--- config.mk ---
export PLATFORM = sky130hd
export DESIGN_NAME = tplc_front
export DESIGN_NICKNAME = d
export VERILOG_FILES = /design/src/design/tplc_pkg.sv /design/src/design/tplc_front.sv
export SDC_FILE = /design/constraint.sdc
export NUM_CORES = 2
export LEC_CHECK = 0
export BUFFER_PORTS_ARGS = -buffer_cell sky130_fd_sc_hd__buf_4
export CORE_MARGIN = 1.5
export CORE_UTILIZATION = 63
export DETAILED_ROUTE_END_ITERATION = 8
export PLACE_DENSITY = 0.77
export SLEW_MARGIN = 20
export SYNTH_ARGS = -nofsm -noshare
export SYNTH_HDL_FRONTEND = slang
export SYNTH_SLANG_ARGS = --single-unit
--- constraint.sdc ---
create_clock -name clk -period 9.56 [get_ports clk]
set_input_delay 1.434 -clock clk [delete_from_list [all_inputs] [get_ports clk]]
set_output_delay 1.434 -clock clk [all_outputs]
set_load 0.005 [all_outputs]
--- src/design/tplc_pkg.sv ---
// Package for the threshold power-law compander.
// Holds the fixed-point widths, constants, side-band type and helpers.
// No dependencies; every design file but the checker imports it.
package tplc_pkg;

    localparam int LOG_FRAC = 28;
    localparam int LG_W     = 36;
    localparam int P_W      = 53;
    localparam int IP_W     = P_W - 42;
    localparam int TERMS    = 12;

    localparam logic [29:0] LN2_Q30 = 30'd744261118;
    localparam logic [32:0] MAG_BIG = 33'h1_0000_0000;

    localparam logic [1:0] CFG_PRE_GAIN  = 2'd0;
    localparam logic [1:0] CFG_THRESHOLD = 2'd1;
    localparam logic [1:0] CFG_EXPONENT  = 2'd2;
    localparam logic [1:0] CFG_POST_GAIN = 2'd3;

    typedef struct packed {
        logic        neg;
        logic        pow;
        logic [32:0] bmag;
    } side_t;

    // Reciprocal floor(2^36 / k) for the series divisors.
    function automatic logic [36:0] recip(input int k);
        logic [36:0] r;
        case (k)
            1:       r = 37'd68719476736;
            2:       r = 37'd34359738368;
            3:       r = 37'd22906492245;
            4:       r = 37'd17179869184;
            5:       r = 37'd13743895347;
            6:       r = 37'd11453246122;
            7:       r = 37'd9817068105;
            8:       r = 37'd8589934592;
            9:       r = 37'd7635497415;
            10:      r = 37'd6871947673;
            11:      r = 37'd6247225157;
            12:      r = 37'd5726623061;
            default: r = 37'd0;
        endcase
        return r;
    endfunction

    // Anything at or above 2^32 is reported as 2^32; it saturates either way.
    function automatic logic [32:0] clamp33(input logic [63:0] x);
        return (x > 64'h1_0000_0000) ? MAG_BIG : x[32:0];
    endfunction

endpackage

--- src/design/tplc_front.sv ---
// Front end: sign split, pre-gain product, threshold compare and the
// linear-path rounding. Depends on tplc_pkg.
module tplc_front #(
    parameter int SAMPLE_BITS = 16
) (
    input  logic                      clk,
    input  logic                      rst_n,
    input  logic                      en,
    input  logic                      in_valid,
    input  logic [SAMPLE_BITS-1:0]    sample,
    input  logic [15:0]               pre_gain,
    input  logic [30:0]               threshold,
    input  logic [15:0]               post_gain,
    output logic                      out_valid,
    output logic [SAMPLE_BITS+15:0]   xmag,
    output tplc_pkg::side_t           side
);
    import tplc_pkg::*;

    localparam int XW  = SAMPLE_BITS + 16;
    localparam int BPW = XW + 16;

    logic [3:0]             vld_reg;
    logic [SAMPLE_BITS-1:0] smag_reg, smag_next;
    logic                   neg1_reg, neg2_reg, neg3_reg;
    logic [XW-1:0]          xmag2_reg, xmag3_reg, xmag4_reg;
    logic [BPW-1:0]         bprod3_reg;
    logic                   pow3_reg;
    side_t                  side4_reg, side4_next;
    logic [63:0]            bsum;

    always_comb
    begin
        smag_next = sample[SAMPLE_BITS-1] ? ((~sample) + SAMPLE_BITS'(1)) : sample;
        bsum = (64'(bprod3_reg) + 64'd32768) >> 16;
        side4_next.neg  = neg3_reg;
        side4_next.pow  = pow3_reg;
        side4_next.bmag = clamp33(bsum);
    end

    always_ff @(posedge clk or negedge rst_n)
    begin
        if (!rst_n)
        begin
            vld_reg <= '0;
        end
        else if (en)
        begin
            vld_reg <= {vld_reg[2:0], in_valid};
        end
    end

    always_ff @(posedge clk)
    begin
        if (en)
        begin
            smag_reg   <= smag_next;
            neg1_reg   <= sample[SAMPLE_BITS-1];
            xmag2_reg  <= XW'(smag_reg) * XW'(pre_gain);
            neg2_reg   <= neg1_reg;
            xmag3_reg  <= xmag2_reg;
            neg3_reg   <= neg2_reg;
            pow3_reg   <= 48'(xmag2_reg) > 48'(threshold);
            bprod3_reg <= BPW'(xmag2_reg) * BPW'(post_gain);
            xmag4_reg  <= xmag3_reg;
            side4_reg  <= side4_next;
        end
    end

    assign out_valid = vld_reg[3];
    assign xmag      = xmag4_reg;
    assign side      = side4_reg;

endmodule

## Word-level counts from Yosys, hierarchy flattened

Index checks and enable logic that the tools add are counted.

- Bits in registers: 203
- Output and inout bits: 68
- Word-level logic and storage cells: 22

- Add/subtract/negate cells: 2
- $mul: 2
- Order comparisons: 2
- Multiplexer cells: 1
- Bitwise logic cells: 1

Operators with widths:

| operator | count |
|---|---|
| $add 48x16->49 const B | 1 |
| $mul 32x16->48 | 1 |
| $gt 33x33->1 const B | 1 |
| $gt 32x31->1 | 1 |
| $mul 16x16->32 | 1 |
| $add 16x1->16 const B | 1 |
| $not 16->16 | 1 |
| $mux 15 | 1 |

## Longest topological paths before layout

- Depth after elaboration: 3
- Mapped depth: 24
- Depth with buffers taken out: 23

## Worst setup path before layout

No wires, ideal clock.

- Path kind: input port to flip-flop
- Start point: in pre_gain[1]
- End point: reg xmag2_reg[28] (data pin)
- Setup time: 0.259 ns
- Arrival: 6.838 ns
- Setup slack: 2.463 ns
- Stages on the path: 23
- Cells stage by stage: clkbuf_1 > nand2_1 > fa_1 > inv_1 > fa_1 > inv_1 > fa_1 > inv_1 > fa_1 > inv_1 > fa_1 > fa_1 > inv_1 > ha_1 > a21oi_1 > o21ai_0 > a21oi_1 > a2bb2oi_1 > o31ai_1 > a221o_1 > a21oi_2 > nor4b_1 > a211o_1

- Longest elaborated chain between the ends: 1

RTL lines:

| item | RTL line | source |
|---|---|---|
| from (decl) | tplc_front.sv:11 | `input logic [15:0] pre_gain,` |
| $mul 16x16->32 | tplc_front.sv:59 | `xmag2_reg <= XW'(smag_reg) * XW'(pre_gain);` |
| to (signal assigned) | tplc_front.sv:59 |  |
| to (decl) | tplc_front.sv:26 | `logic [XW-1:0] xmag2_reg, xmag3_reg, xmag4_reg;` |

Every way passes these cells.
A chain may end at the register's enable or synchronous reset.

## Final worst setup path

- Start point: in post_gain[1]
- End point: reg bprod3_reg[37] (data pin)

- Longest elaborated chain between the ends: 1

RTL lines:

| item | RTL line | source |
|---|---|---|
| from (decl) | tplc_front.sv:13 | `input logic [15:0] post_gain,` |
| $mul 32x16->48 | tplc_front.sv:64 | `bprod3_reg <= BPW'(xmag2_reg) * BPW'(post_gain);` |
| to (signal assigned) | tplc_front.sv:64 |  |
| to (decl) | tplc_front.sv:27 | `logic [BPW-1:0] bprod3_reg;` |

Every way passes these cells.

==> flow_metrics.py <==
metrics = {
    "timing": {
        "slew_headroom_pct": 31.46,
        "fmax_ghz": 0.1311,
        "tightest_slew_ps": 1020,
        "holdWs_ps": 417.7,
        "setup_ws_ps": 1934,
        "setup_viol": 0,
        "clock_skew_ps": 14.48,
        "final_hold_viol_count": 0,
        "rsz0062_at_grt": "false",
        "tns_ps": 0,
        "period_share_pct": 79.77,
        "report.final.slew_viol_count": 0,
        "fin_crit_ps": 7626,
    },
    "synthesis": {
        "synth-compound-area-share_pct": 5.038,
        "synth_xor_area_share_pct": 2.850,
        "ys_seq_area_share_pct": 17.60,
        "synth_mux_area_share_pct": 0.2701,
        "ys_types": 75,
        "yosys_most_used_dff": "edfxtp_1",
        "ys_warn_count": 0,
        "ys_seq_elements": 188,
        "syn_inst": 3309,
        "syn-cell-area_um2": 31960,
        "async_flop_share_pct": 2.128,
        "synthAdderAreaFrac_pct": 48.21,
        "syn_nets": 4257,
        "synth.avg_cell_area_um2": 9.659,
        "yosys.area_share.simple_pct": 16.01,
        "synth_top_family_by_area": "adder cells",
        "synth_edf_count": 184,
    },
    "setup_path": {
        "regToRegStartpoint": "xmag2_reg[15]$_DFFE_PP_",
        "required_ps": 9800,
        "critPathMaxFanout": 32,
        "critPathKind": "in2reg",
        "crit_path_start": "post_gain[1]",
        "start_kind": "input port",
        "endpoint_kind": "flip-flop",
        "cp.arrival_ps": 7860,
    },
    "floorplanning": {
        "die_y_um": 228.2,
        "initial_core_util_pct": 63.84,
        "placeableCoreArea_um2": 50070,
        "num_rows": 82,
        "die_x_um": 228.2,
        "ioPinCount": 151,
        "die_area_um2": 52090,
    },
    "cts": {
        "clkLatencyLatePin_ps": 500,
        "post_cts_resized": 0,
        "cts_tree": "yes",
        "ctsHoldBuffers": 0,
        "clkTransAtPathRegs_ps": 80,
        "cts_max_level": 4,
        "cts_setup_buffers": 0,
        "cts_root_buffer": "clkbuf_16",
        "cts-buffers-inserted": 17,
        "cts_sinks": 188,
        "cts_buffer_depth": 2,
    },
    "layout": {
        "area_growth_pct": 6.663,
        "largest_reg_flops": 35,
        "num-fill-cells": 3920,
        "final_nets": 4300,
        "insertedDiodeCount": 0,
        "drive_gt1_share_pct": 6.389,
    },
    "detailed_routing": {
        "ant_nets": 0,
        "drc": 0,
        "wl_per_cell_um": 18.72,
        "via_per_inst": 5.655,
        "dr_total_vias": 22830,
        "wirelength_um": 75570,
        "drtIter0Drc": 1438,
        "drt_pass1_iterations": 6,
    },
    "placement": {
        "dp_slack_ps": 1493,
        "io_buffers": 150,
        "gp_congestion": 0.9302,
        "hpwl_um": 60420,
    },
    "global_route": {
        "grt_pass1_wl_um": 126700,
        "grt-ovfl-total": 0,
        "grt_max_degree": 113,
        "antenna_found_initial": 0,
        "grt_pass1_vias": 25380,
        "track_usage_pct": 30.74,
    },
    "min_path": {
        "hold_start": "xmag3_reg[12]$_DFFE_PP_",
        "hp-class": "reg2reg",
    },
    "run": {
        "drv_cap": 0,
    },
    "status": {
        "outcome": "finished, final reports clean",
    },
}
[final timing paths]
check / endpoint / slack, ps / cells past startpoint
worst max register to register: bprod3_reg[37]$_DFFE_PP_ / 2260 / 20
max in group asynchronous: vld_reg[2]$_DFFE_PN0P_ / 8750 / 1
worst max-delay path: bprod3_reg[37]$_DFFE_PP_ / 1930 / 21
min in group asynchronous: vld_reg[0]$_DFFE_PN0P_ / 710 / 1
worst min register to register: xmag[12]$_DFFE_PP_ / 420 / 0
worst min-delay path: xmag[12]$_DFFE_PP_ / 420 / 0
[layout by cell type (no fill, tap or decap), types with 4 or more instances in the layout]
cell and instances:
nor4_1 6, xor2_1 33, a21o_1 44, fa_1 611
o21bai_1 6, clkinv_8 6, and2_1 297, nand4_1 27
o21a_1 13, edfxtp_1 184, and3_1 9, ha_1 254
o211ai_1 5, inv_8 4, buf_4 153, a31o_2 4
clkbuf_16 17, a21oi_1 72, nand2b_1 7, o21ai_0 42
nand3_1 35, nor2b_1 11, nor2_1 64, and4_1 6
nand2_1 538, dfrtp_1 4, a211oi_1 8, or3_1 9
a31oi_1 6, mux2_2 5, nor3_1 15, inv_1 723
xnor2_1 71, o31ai_1 7
[per-stage QoR]
| step | cell area, um^2 | cells | utilization (%) |
|---|---|---|---|
| global placement | 33480 | 4005 | 66.86 |
| floorplan | 31960 | 3309 | - |
| global route | 34090 | 4037 | 68.09 |
| finish | 34090 | 4037 | 68.09 |
| CTS | 34090 | 4037 | 68.09 |
| detailed placement | 33480 | 4005 | 66.86 |
[worst max-delay path, cell delays in order]
cell and delay [ps]:
buf_4 320, nand2_1 140, fa_1 550, fa_1 530
fa_1 520, inv_1 60, fa_1 530, fa_1 510
inv_1 50, fa_1 470, inv_1 40, ha_1 350
a21o_1 220, a21oi_1 150, o211ai_1 190, o311ai_0 600
o211ai_1 280, a21oi_1 300, o21ai_0 210, a211oi_1 300
xnor2_1 100
[synthesized netlist by cell type (all sizes together), types with 11 or more instances]
master	number	share of area, %
nand2	538	6.3
nor2	66	0.81
edfxtp	184	17
and2	297	5.8
a21oi	73	1.2
o21ai	43	0.67
nand4	27	0.53
nand3	38	0.67
nor3	16	0.27
inv	723	8.5
fa	611	38
o21a	13	0.31
xor2	33	0.90
ha	254	9.9
a21o	44	1.0
xnor2	71	1.9
nor2b	11	0.22
clkbuf	129	1.5
[layout make-up]
cell class	count	area [um^2]	share of cell area (%)
inverters	723	2714	7.961
clock inverters	15	190.2	0.5579
flip-flops and latches	188	5625	16.50
well taps	672	840.8	2.466
clock buffers	17	425.4	1.248
repair buffers	154	1162	3.410
multi-input cells	2268	23130	67.86
[layer usage]
layer  track usage, %  vias up  wire length, um  share of wire [%]
met5                0        -                0                  0
met4            10.58        0             2119                2.8
met3            6.388      164             5795                7.7
met2            53.10      941            37390                 49
met1            38.57    11540            30270                 40
li1                 -    10180                -                  -
[cell families (layout without fill, tap and decap cells)]
| group | count (synthesis) | count (layout) |
|---|---|---|
| and+or+nand+nor | 1047 | 1047 |
| adders and majority gates | 865 | 865 |
| buffers and inverters | 853 | 909 |
| AOI/OAI and AO/OA | 244 | 244 |
| DFF | 188 | 188 |
| xor gates and xnor gates | 104 | 104 |
| muxes | 8 | 8 |
Power is left out: the tool's default activity adds up to more than one toggle a clock period on the data nets, which glitch-free logic cannot reach.
