File: src/design/tplc_pkg.sv
// Package for the threshold power-law compander.
// Holds the fixed-point widths, constants, side-band type and helpers.
// No dependencies; every design file but the checker imports it.
package tplc_pkg;

    localparam int LOG_FRAC = 28;
    localparam int LG_W     = 36;
    localparam int P_W      = 53;
    localparam int IP_W     = P_W - 42;
    localparam int TERMS    = 12;

    localparam logic [29:0] LN2_Q30 = 30'd744261118;
    localparam logic [32:0] MAG_BIG = 33'h1_0000_0000;

    localparam logic [1:0] CFG_PRE_GAIN  = 2'd0;
    localparam logic [1:0] CFG_THRESHOLD = 2'd1;
    localparam logic [1:0] CFG_EXPONENT  = 2'd2;
    localparam logic [1:0] CFG_POST_GAIN = 2'd3;

    typedef struct packed {
        logic        neg;
        logic        pow;
        logic [32:0] bmag;
    } side_t;

    // Reciprocal floor(2^36 / k) for the series divisors.
    function automatic logic [36:0] recip(input int k);
        logic [36:0] r;
        case (k)
            1:       r = 37'd68719476736;
            2:       r = 37'd34359738368;
            3:       r = 37'd22906492245;
            4:       r = 37'd17179869184;
            5:       r = 37'd13743895347;
            6:       r = 37'd11453246122;
            7:       r = 37'd9817068105;
            8:       r = 37'd8589934592;
            9:       r = 37'd7635497415;
            10:      r = 37'd6871947673;
            11:      r = 37'd6247225157;
            12:      r = 37'd5726623061;
            default: r = 37'd0;
        endcase
        return r;
    endfunction

    // Anything at or above 2^32 is reported as 2^32; it saturates either way.
    function automatic logic [32:0] clamp33(input logic [63:0] x);
        return (x > 64'h1_0000_0000) ? MAG_BIG : x[32:0];
    endfunction

endpackage

File: src/design/tplc_scale.sv
// Output stage: post-gain product, shift with rounding, saturation and
// sign restore into the output register. Depends on tplc_pkg.
module tplc_scale (
    input  logic                              clk,
    input  logic                              rst_n,
    input  logic                              en,
    input  logic                              in_valid,
    input  logic [31:0]                       fm,
    input  logic signed [tplc_pkg::IP_W-1:0]  ip,
    input  tplc_pkg::side_t                   side,
    input  logic [15:0]                       post_gain,
    output logic                              out_valid,
    output logic [31:0]                       result,
    output logic                              saturated
);
    import tplc_pkg::*;

    logic               v1_reg, v2_reg, v3_reg;
    logic [47:0]        prod_reg;
    logic signed [11:0] sh_reg, nsh;
    logic               pgz_reg;
    side_t              side1_reg;
    logic [32:0]        mag_reg, mag_next;
    logic               neg2_reg;
    logic [63:0]        sv, rv;
    logic [5:0]         s;
    logic [32:0]        lim, mlim;
    logic               sat_next;
    logic [31:0]        result_reg, result_next;
    logic               sat_reg;

    always_comb
    begin
        nsh = -sh_reg;
        s   = nsh[5:0];
        sv  = 64'(prod_reg) << sh_reg[4:0];
        rv  = (64'(prod_reg) + (64'd1 << (s - 6'd1))) >> s;
        if (!side1_reg.pow)
        begin
            mag_next = side1_reg.bmag;
        end
        else if (pgz_reg)
        begin
            mag_next = '0;
        end
        else if (sh_reg > 12'sd16)
        begin
            mag_next = MAG_BIG;
        end
        else if (sh_reg >= 12'sd0)
        begin
            mag_next = clamp33(sv);
        end
        else if (sh_reg < -12'sd48)
        begin
            mag_next = '0;
        end
        else
        begin
            mag_next = clamp33(rv);
        end

        lim         = neg2_reg ? 33'h0_8000_0000 : 33'h0_7FFF_FFFF;
        sat_next    = mag_reg > lim;
        mlim        = sat_next ? lim : mag_reg;
        result_next = neg2_reg ? (32'd0 - mlim[31:0]) : mlim[31:0];
    end

    always_ff @(posedge clk or negedge rst_n)
    begin
        if (!rst_n)
        begin
            v1_reg <= 1'b0;
            v2_reg <= 1'b0;
            v3_reg <= 1'b0;
        end
        else if (en)
        begin
            v1_reg <= in_valid;
            v2_reg <= v1_reg;
            v3_reg <= v2_reg;
        end
    end

    always_ff @(posedge clk)
    begin
        if (en)
        begin
            prod_reg   <= 48'(fm) * 48'(post_gain);
            sh_reg     <= 12'(ip) - 12'sd38;
            pgz_reg    <= (post_gain == 16'd0);
            side1_reg  <= side;
            mag_reg    <= mag_next;
            neg2_reg   <= side1_reg.neg;
            result_reg <= result_next;
            sat_reg    <= sat_next;
        end
    end

    assign out_valid = v3_reg;
    assign result    = result_reg;
    assign saturated = sat_reg;

endmodule

File: config.mk
export PLATFORM = sky130hd
export DESIGN_NAME = tplc_scale
export DESIGN_NICKNAME = d
export VERILOG_FILES = /design/src/design/tplc_pkg.sv /design/src/design/tplc_scale.sv
export SDC_FILE = /design/constraint.sdc
export NUM_CORES = 2
export LEC_CHECK = 0
export BUFFER_PORTS_ARGS = -buffer_cell sky130_fd_sc_hd__clkbuf_2
export CAP_MARGIN = 20
export CELL_PAD_IN_SITES_DETAIL_PLACEMENT = 0
export CELL_PAD_IN_SITES_GLOBAL_PLACEMENT = 2
export CORE_MARGIN = 1
export CORE_UTILIZATION = 43
export DETAILED_ROUTE_END_ITERATION = 8
export PLACE_DENSITY = 0.95
export SLEW_MARGIN = 20
export SYNTH_ARGS = -nofsm -noshare
export SYNTH_HDL_FRONTEND = slang
export SYNTH_SLANG_ARGS = --single-unit
File: constraint.sdc
create_clock -name clk -period 25.6 [get_ports clk]
set_input_delay 1.28 -clock clk [delete_from_list [all_inputs] [get_ports clk]]
set_output_delay 1.28 -clock clk [all_outputs]
set_load 0.05 [all_outputs]
==> Word-level counts from Yosys, hierarchy flattened <==
Cells that the tools add are included.
{ "classes": {"bitwise_logic": 0, "div": 0, "n_shift": 3, "magnitude_cmp": 6, "multipliers": 1, "reduce_logical": 1, "n_addsub": 5, "n_eq_ne": 0, "mux": 10} }
{ "ops": {"columns": ["cell", "count"], "rows": [
  ["33-bit two-way mux", 7],
  ["64-bit by 33-bit > comparator with 1-bit output, second input constant", 2],
  ["32-bit two-way mux", 3],
  ["48-bit by 64-bit adder with 64-bit output", 1],
  ["1-bit by 6-bit left shift with 64-bit output, first input constant", 1],
  ["48-bit by 5-bit left shift with 64-bit output", 1],
  ["64-bit by 6-bit >> shifter with 64-bit output", 1],
  ["32-bit by 16-bit multiplier with 48-bit output", 1],
  ["33-bit by 32-bit > comparator with 1-bit output", 1],
  ["1-bit by 32-bit subtractor with 32-bit output, first input constant", 1],
  ["16-bit zero test", 1],
  ["12-bit by 1-bit greater-or-equal comparator with 1-bit output, second input constant", 1],
  ["12-bit by 6-bit > comparator with 1-bit output, second input constant", 1],
  ["12-bit by 7-bit less-than comparator with 1-bit output, second input constant", 1],
  ["11-bit by 7-bit subtractor with 12-bit output, second input constant", 1],
  ["6-bit negator", 1],
  ["6-bit by 1-bit subtractor with 6-bit output, second input constant", 1]
]} }
{ "word_totals": {"wordCells": 39, "out_inout_bits": 34, "inputBits": 98, "n_memories": 0, "ram_bits": 0, "register_bits": 166, "mem_bits_ro": 0, "latchBits": 0} }

==> Logic depth before layout (Yosys ltp) <==
{ "depth": {"ltp_word": 12, "ltp_mapped": 36, "ltp_nobuf": 29} }

==> Worst setup path before layout <==
OpenSTA, ideal clock, no wires.
{ "synth_path": {"path_type": "input port to flip-flop", "from": "input port fm[13]", "to": "register prod_reg[46], data pin", "slack_ns": 17.174, "arrival_ns": 8.161, "path_buffers": 1, "cell_stages": 29, "setup_time_ns": 0.265, "required_ns": 25.335, "path_cell_list": "clkbuf_1 nand2_1 fa_1 inv_1 fa_1 inv_1 fa_1 inv_1 fa_1 inv_1 fa_1 inv_1 fa_1 ha_1 a21o_1 a21oi_1 o21ai_0 a21o_1 a31oi_1 o21ai_0 a221oi_1 o22ai_1 o31a_1 or4_1 a31oi_1 o21bai_1 a21oi_1 o21ai_0 xor2_1"} }
{ "synth_between": {"elab_chain_cells": 1} }
{ "synth_rtl": {"columns": ["item", "line_no", "source"], "rows": [
  ["start: declaration", "tplc_scale.sv:8", "input logic [31:0] fm,"],
  ["32-bit by 16-bit multiplier with 48-bit output", "tplc_scale.sv:89", "prod_reg <= 48'(fm) * 48'(post_gain);"],
  ["end signal: assignment", "tplc_scale.sv:89", null],
  ["end: declaration", "tplc_scale.sv:19", "logic [47:0] prod_reg;"]
]} }
Every way passes these cells.
A chain may end at the register's enable or synchronous reset.

==> Worst setup path after layout <==
{ "layout_path": {"from": "register sh_reg[1]", "to": "register mag_reg[23], data pin"} }
{ "layout_between": {"elab_chain_cells": 12, "elab_cells_between_ends": 18, "cone_classes": "add/sub (3); order compare (5); shift (3); mux (7)"} }
{ "layout_rtl": {"columns": ["item", "line_no", "source"], "rows": [
  ["start: declaration", "tplc_scale.sv:20", "logic signed [11:0] sh_reg, nsh;"],
  ["start signal: assignment", "tplc_scale.sv:90", "sh_reg <= 12'(ip) - 12'sd38;"],
  ["6-bit negator", "tplc_scale.sv:34", "nsh = -sh_reg;"],
  ["6-bit by 1-bit subtractor with 6-bit output", "tplc_scale.sv:37", "rv = (64'(prod_reg) + (64'd1 << (s - 6'd1))) >> s;"],
  ["1-bit by 6-bit left shift with 64-bit output", "tplc_scale.sv:37", null],
  ["48-bit by 64-bit adder with 64-bit output", "tplc_scale.sv:37", null],
  ["64-bit by 6-bit >> shifter with 64-bit output", "tplc_scale.sv:37", null],
  ["64-bit by 33-bit > comparator with 1-bit output", "tplc_pkg.sv:49", "return (x > 64'h1_0000_0000) ? MAG_BIG : x[32:0];"],
  ["33-bit two-way mux", "tplc_pkg.sv:49", null],
  ["33-bit two-way mux", "tplc_scale.sv:54", "else if (sh_reg < -12'sd48)"],
  ["33-bit two-way mux", "tplc_scale.sv:50", "else if (sh_reg >= 12'sd0)"],
  ["33-bit two-way mux *", "tplc_scale.sv:46", "else if (sh_reg > 12'sd16)"],
  ["33-bit two-way mux *", "tplc_scale.sv:42", "else if (pgz_reg)"],
  ["33-bit two-way mux *", "tplc_scale.sv:38", "if (!side1_reg.pow)"],
  ["via mag_next[23]", "tplc_scale.sv:23", "logic [32:0] mag_reg, mag_next;"],
  ["end signal: assignment", "tplc_scale.sv:93", "mag_reg <= mag_next;"],
  ["end: declaration", "tplc_scale.sv:23", null]
]} }
The timed path passes the listed nets; every way through them passes the cells marked *.

==> flow_summary.yaml <==
run_status:
  status: "finished clean"
global_route:
  use_met3: 0.0340
  grt_pass1_vias: 30200
  grt_util_all_layers: 0.291
  grt-ovfl-total: 0
  grt_pass1_wl_mm: 184
  busiest_layer: "met2"
  grt_max_degree: 100
  use_met2: 0.466
  antenna_found_initial: 0
  grt_use_met1: 0.402
route:
  routed_wl_mm: 118
  vias: 31300
  wl_per_cell_um: 22.8
  drt-initial-drc-count: 2842
  firstDrtPassIters: 6
  drt-vias-per-instance: 6.03
  drc: 0
  ant_nets: 0
sta:
  worst_slew_margin_rel: 0.232
  finalHoldViolCount: 0
  min_period_ns: 11.23
  tns_ns: 0
  fin_hold_ws_ns: 0.421
  rsz0062_at_grt: "false"
  final_max_slew_viol_count: 0
  finalSetupViolCount: 0
  finalCritPeriodShare: 0.439
  layout_setup_ws_ns: 14.37
  max_freq_mhz: 89.0
  skew_ns: 0.0184
  worst_pin_slew_ns: 1.12
power_and_ir_drop:
  p_leak_nw: 15.4
  ir_worst_vdd_mv: 0.117
  p_total_w: 0.00493
  p_per_area_nw_per_um2: 136
cells_and_area:
  nFillCells: 7889
  syn_to_final_growth_pct: 5.83
  drive_gt1_frac: 0.0752
  design_area_um2: 36400
  fin_nets: 4845
  diodes: 0
  layout_common_cells: "nand2_1, fa_1, inv_1"
  largest_register_ffs: 48
  final_common_cell: "nand2_1"
synthesis:
  synthCells: 4178
  postSynthAreaPerCell_um2: 8.23
  synth-edff-count: 163
  ys_warn_count: 0
  ys_async_sr_fraction: 0.0181
  synth_seq_area_share: 0.145
  synth_seq_cells: 166
  synthFlopType: "edfxtp_1"
  synth_nets: 4902
  syn-cell-area_um2: 34400
  synth.distinct_cells: 97
critical_path:
  crit_cells: 25
  timing.reg2reg.setup_slack_ns: 14.37
  cp-end-kind: "flop"
  worstSetupEndpoint: "mag_reg[23]$_DFFE_PP_"
  cp_top_family: "compound AO/OA/AOI/OAI gates"
  reg2reg_to: "mag_reg[23]$_DFFE_PP_"
  arrival_ns: 11.44
  crit_slowest_cell: "o31a_1"
  cp.required_ns: 25.81
  r2r_start: "sh_reg[1]$_DFFE_PP_"
  critical_path_buf_inv_count: 2
  reg2reg_depth: 25
  startpoint_type: "flop"
  path_max_fanout: 57
  crit_type: "reg -> reg"
  crit_path_start: "sh_reg[1]$_DFFE_PP_"
  max_stage_delay_ns: 0.93
place:
  place_congestion: 0.988
  portBuffers: 131
  dp_slack_ns: 14.61
  dp_hpwl_mm: 93.5
  place_area_um2: 35800
clocking:
  cts.repair.resized: 0
  tritoncts: "built"
  postCtsSetupBuffers: 0
  clkSlewWorstSetupHoldPaths_ns: 0.08
  cts_max_level: 4
  cts_buffers: 17
  hold_buffers: 0
  clockBufferDepth: 2
  numClockSinks: 166
  root_buffer: "clkbuf_16"
  insertion_delay_ns: 0.50
floorplanning:
  die_w_um: 285
  rows: 103
  pin_count: 132
  initial_core_util: 0.435
  dieArea_um2: 81100
  die_y_um: 285
  coreArea_um2: 79000
worst_hold_path:
  hp-class: "reg -> reg"
job:
  drv_cap: 0
layer usage:
metal / vias to the layer above / share of wire / routed length (um)
met1: 15400 / 0.44 / 51700
met2: 1266 / 0.46 / 53800
met5: - / 0 / 0
met4: 0 / 0.041 / 4870
met3: 222 / 0.065 / 7660
li1: 14400 / - / -
Yosys cell counts, types with 78 or more instances:
master    instances  area share
a21oi_1         243       0.035
clkbuf_1        210       0.023
mux2i_1          78       0.023
and2_1          173       0.031
inv_1           411       0.045
nor3_1           96       0.014
fa_1            419        0.24
ha_1            207       0.075
nor2_1          313       0.034
o21ai_0         178       0.026
nand2_1         647       0.071
edfxtp_1        163        0.14
cells by family after synthesis:
group / Yosys count / share of synthesized area
AND/OR/NAND/NOR: 1523 / 0.204
AO/OA/AOI/OAI: 979 / 0.190
buffers and inverters: 667 / 0.0735
adder cells (fa/ha/maj): 626 / 0.319
flip-flops: 166 / 0.145
multiplexers: 129 / 0.0461
XOR/XNOR: 88 / 0.0224
metrics by stage:
step,cells,utilization
final,5184,0.461
after global routing,5184,0.461
after CTS,5183,0.460
after detailed placement,5151,0.453
after global placement,5151,0.453
after floorplan,4178,-
cell type report:
type	count	area (um^2)	area share
Tap cell	1050	1310	0.0361
Inverter	416	1560	0.0429
Clock inverter	14	180	0.00495
Multi-Input combinational cell	3345	26900	0.740
Clock buffer	18	429	0.0118
Timing Repair Buffer	175	990	0.0272
Sequential cell	166	4970	0.137
where the power goes:
group | leakage (nW) | internal (W) | switching [W] | total, W
combinational | 13.5 | 0.00166 | 0.00237 | 0.00403
sequential | 1.63 | 0.000533 | 0.000104 | 0.000637
clock | 0.293 | 0.000140 | 0.000129 | 0.000270
worst min-delay path by stage:
stage | startpoint | end | slack [ns] | depth (start not counted)
6_report | side1_reg[34]$_DFFE_PP_ | neg2_reg$_DFFE_PP_ | 0.42 | 0
5_1_grt | side1_reg[34]$_DFFE_PP_ | neg2_reg$_DFFE_PP_ | 0.42 | 0
4_1_cts | side1_reg[34]$_DFFE_PP_ | neg2_reg$_DFFE_PP_ | 0.42 | 0
3_5_place_dp | side1_reg[34]$_DFFE_PP_ | neg2_reg$_DFFE_PP_ | 0.41 | 0
3_3_place_gp | side1_reg[34]$_DFFE_PP_ | neg2_reg$_DFFE_PP_ | 0.40 | 0
2_1_floorplan | side1_reg[34]$_DFFE_PP_ | neg2_reg$_DFFE_PP_ | 0.40 | 0
(Power assumes the default switching activity.)
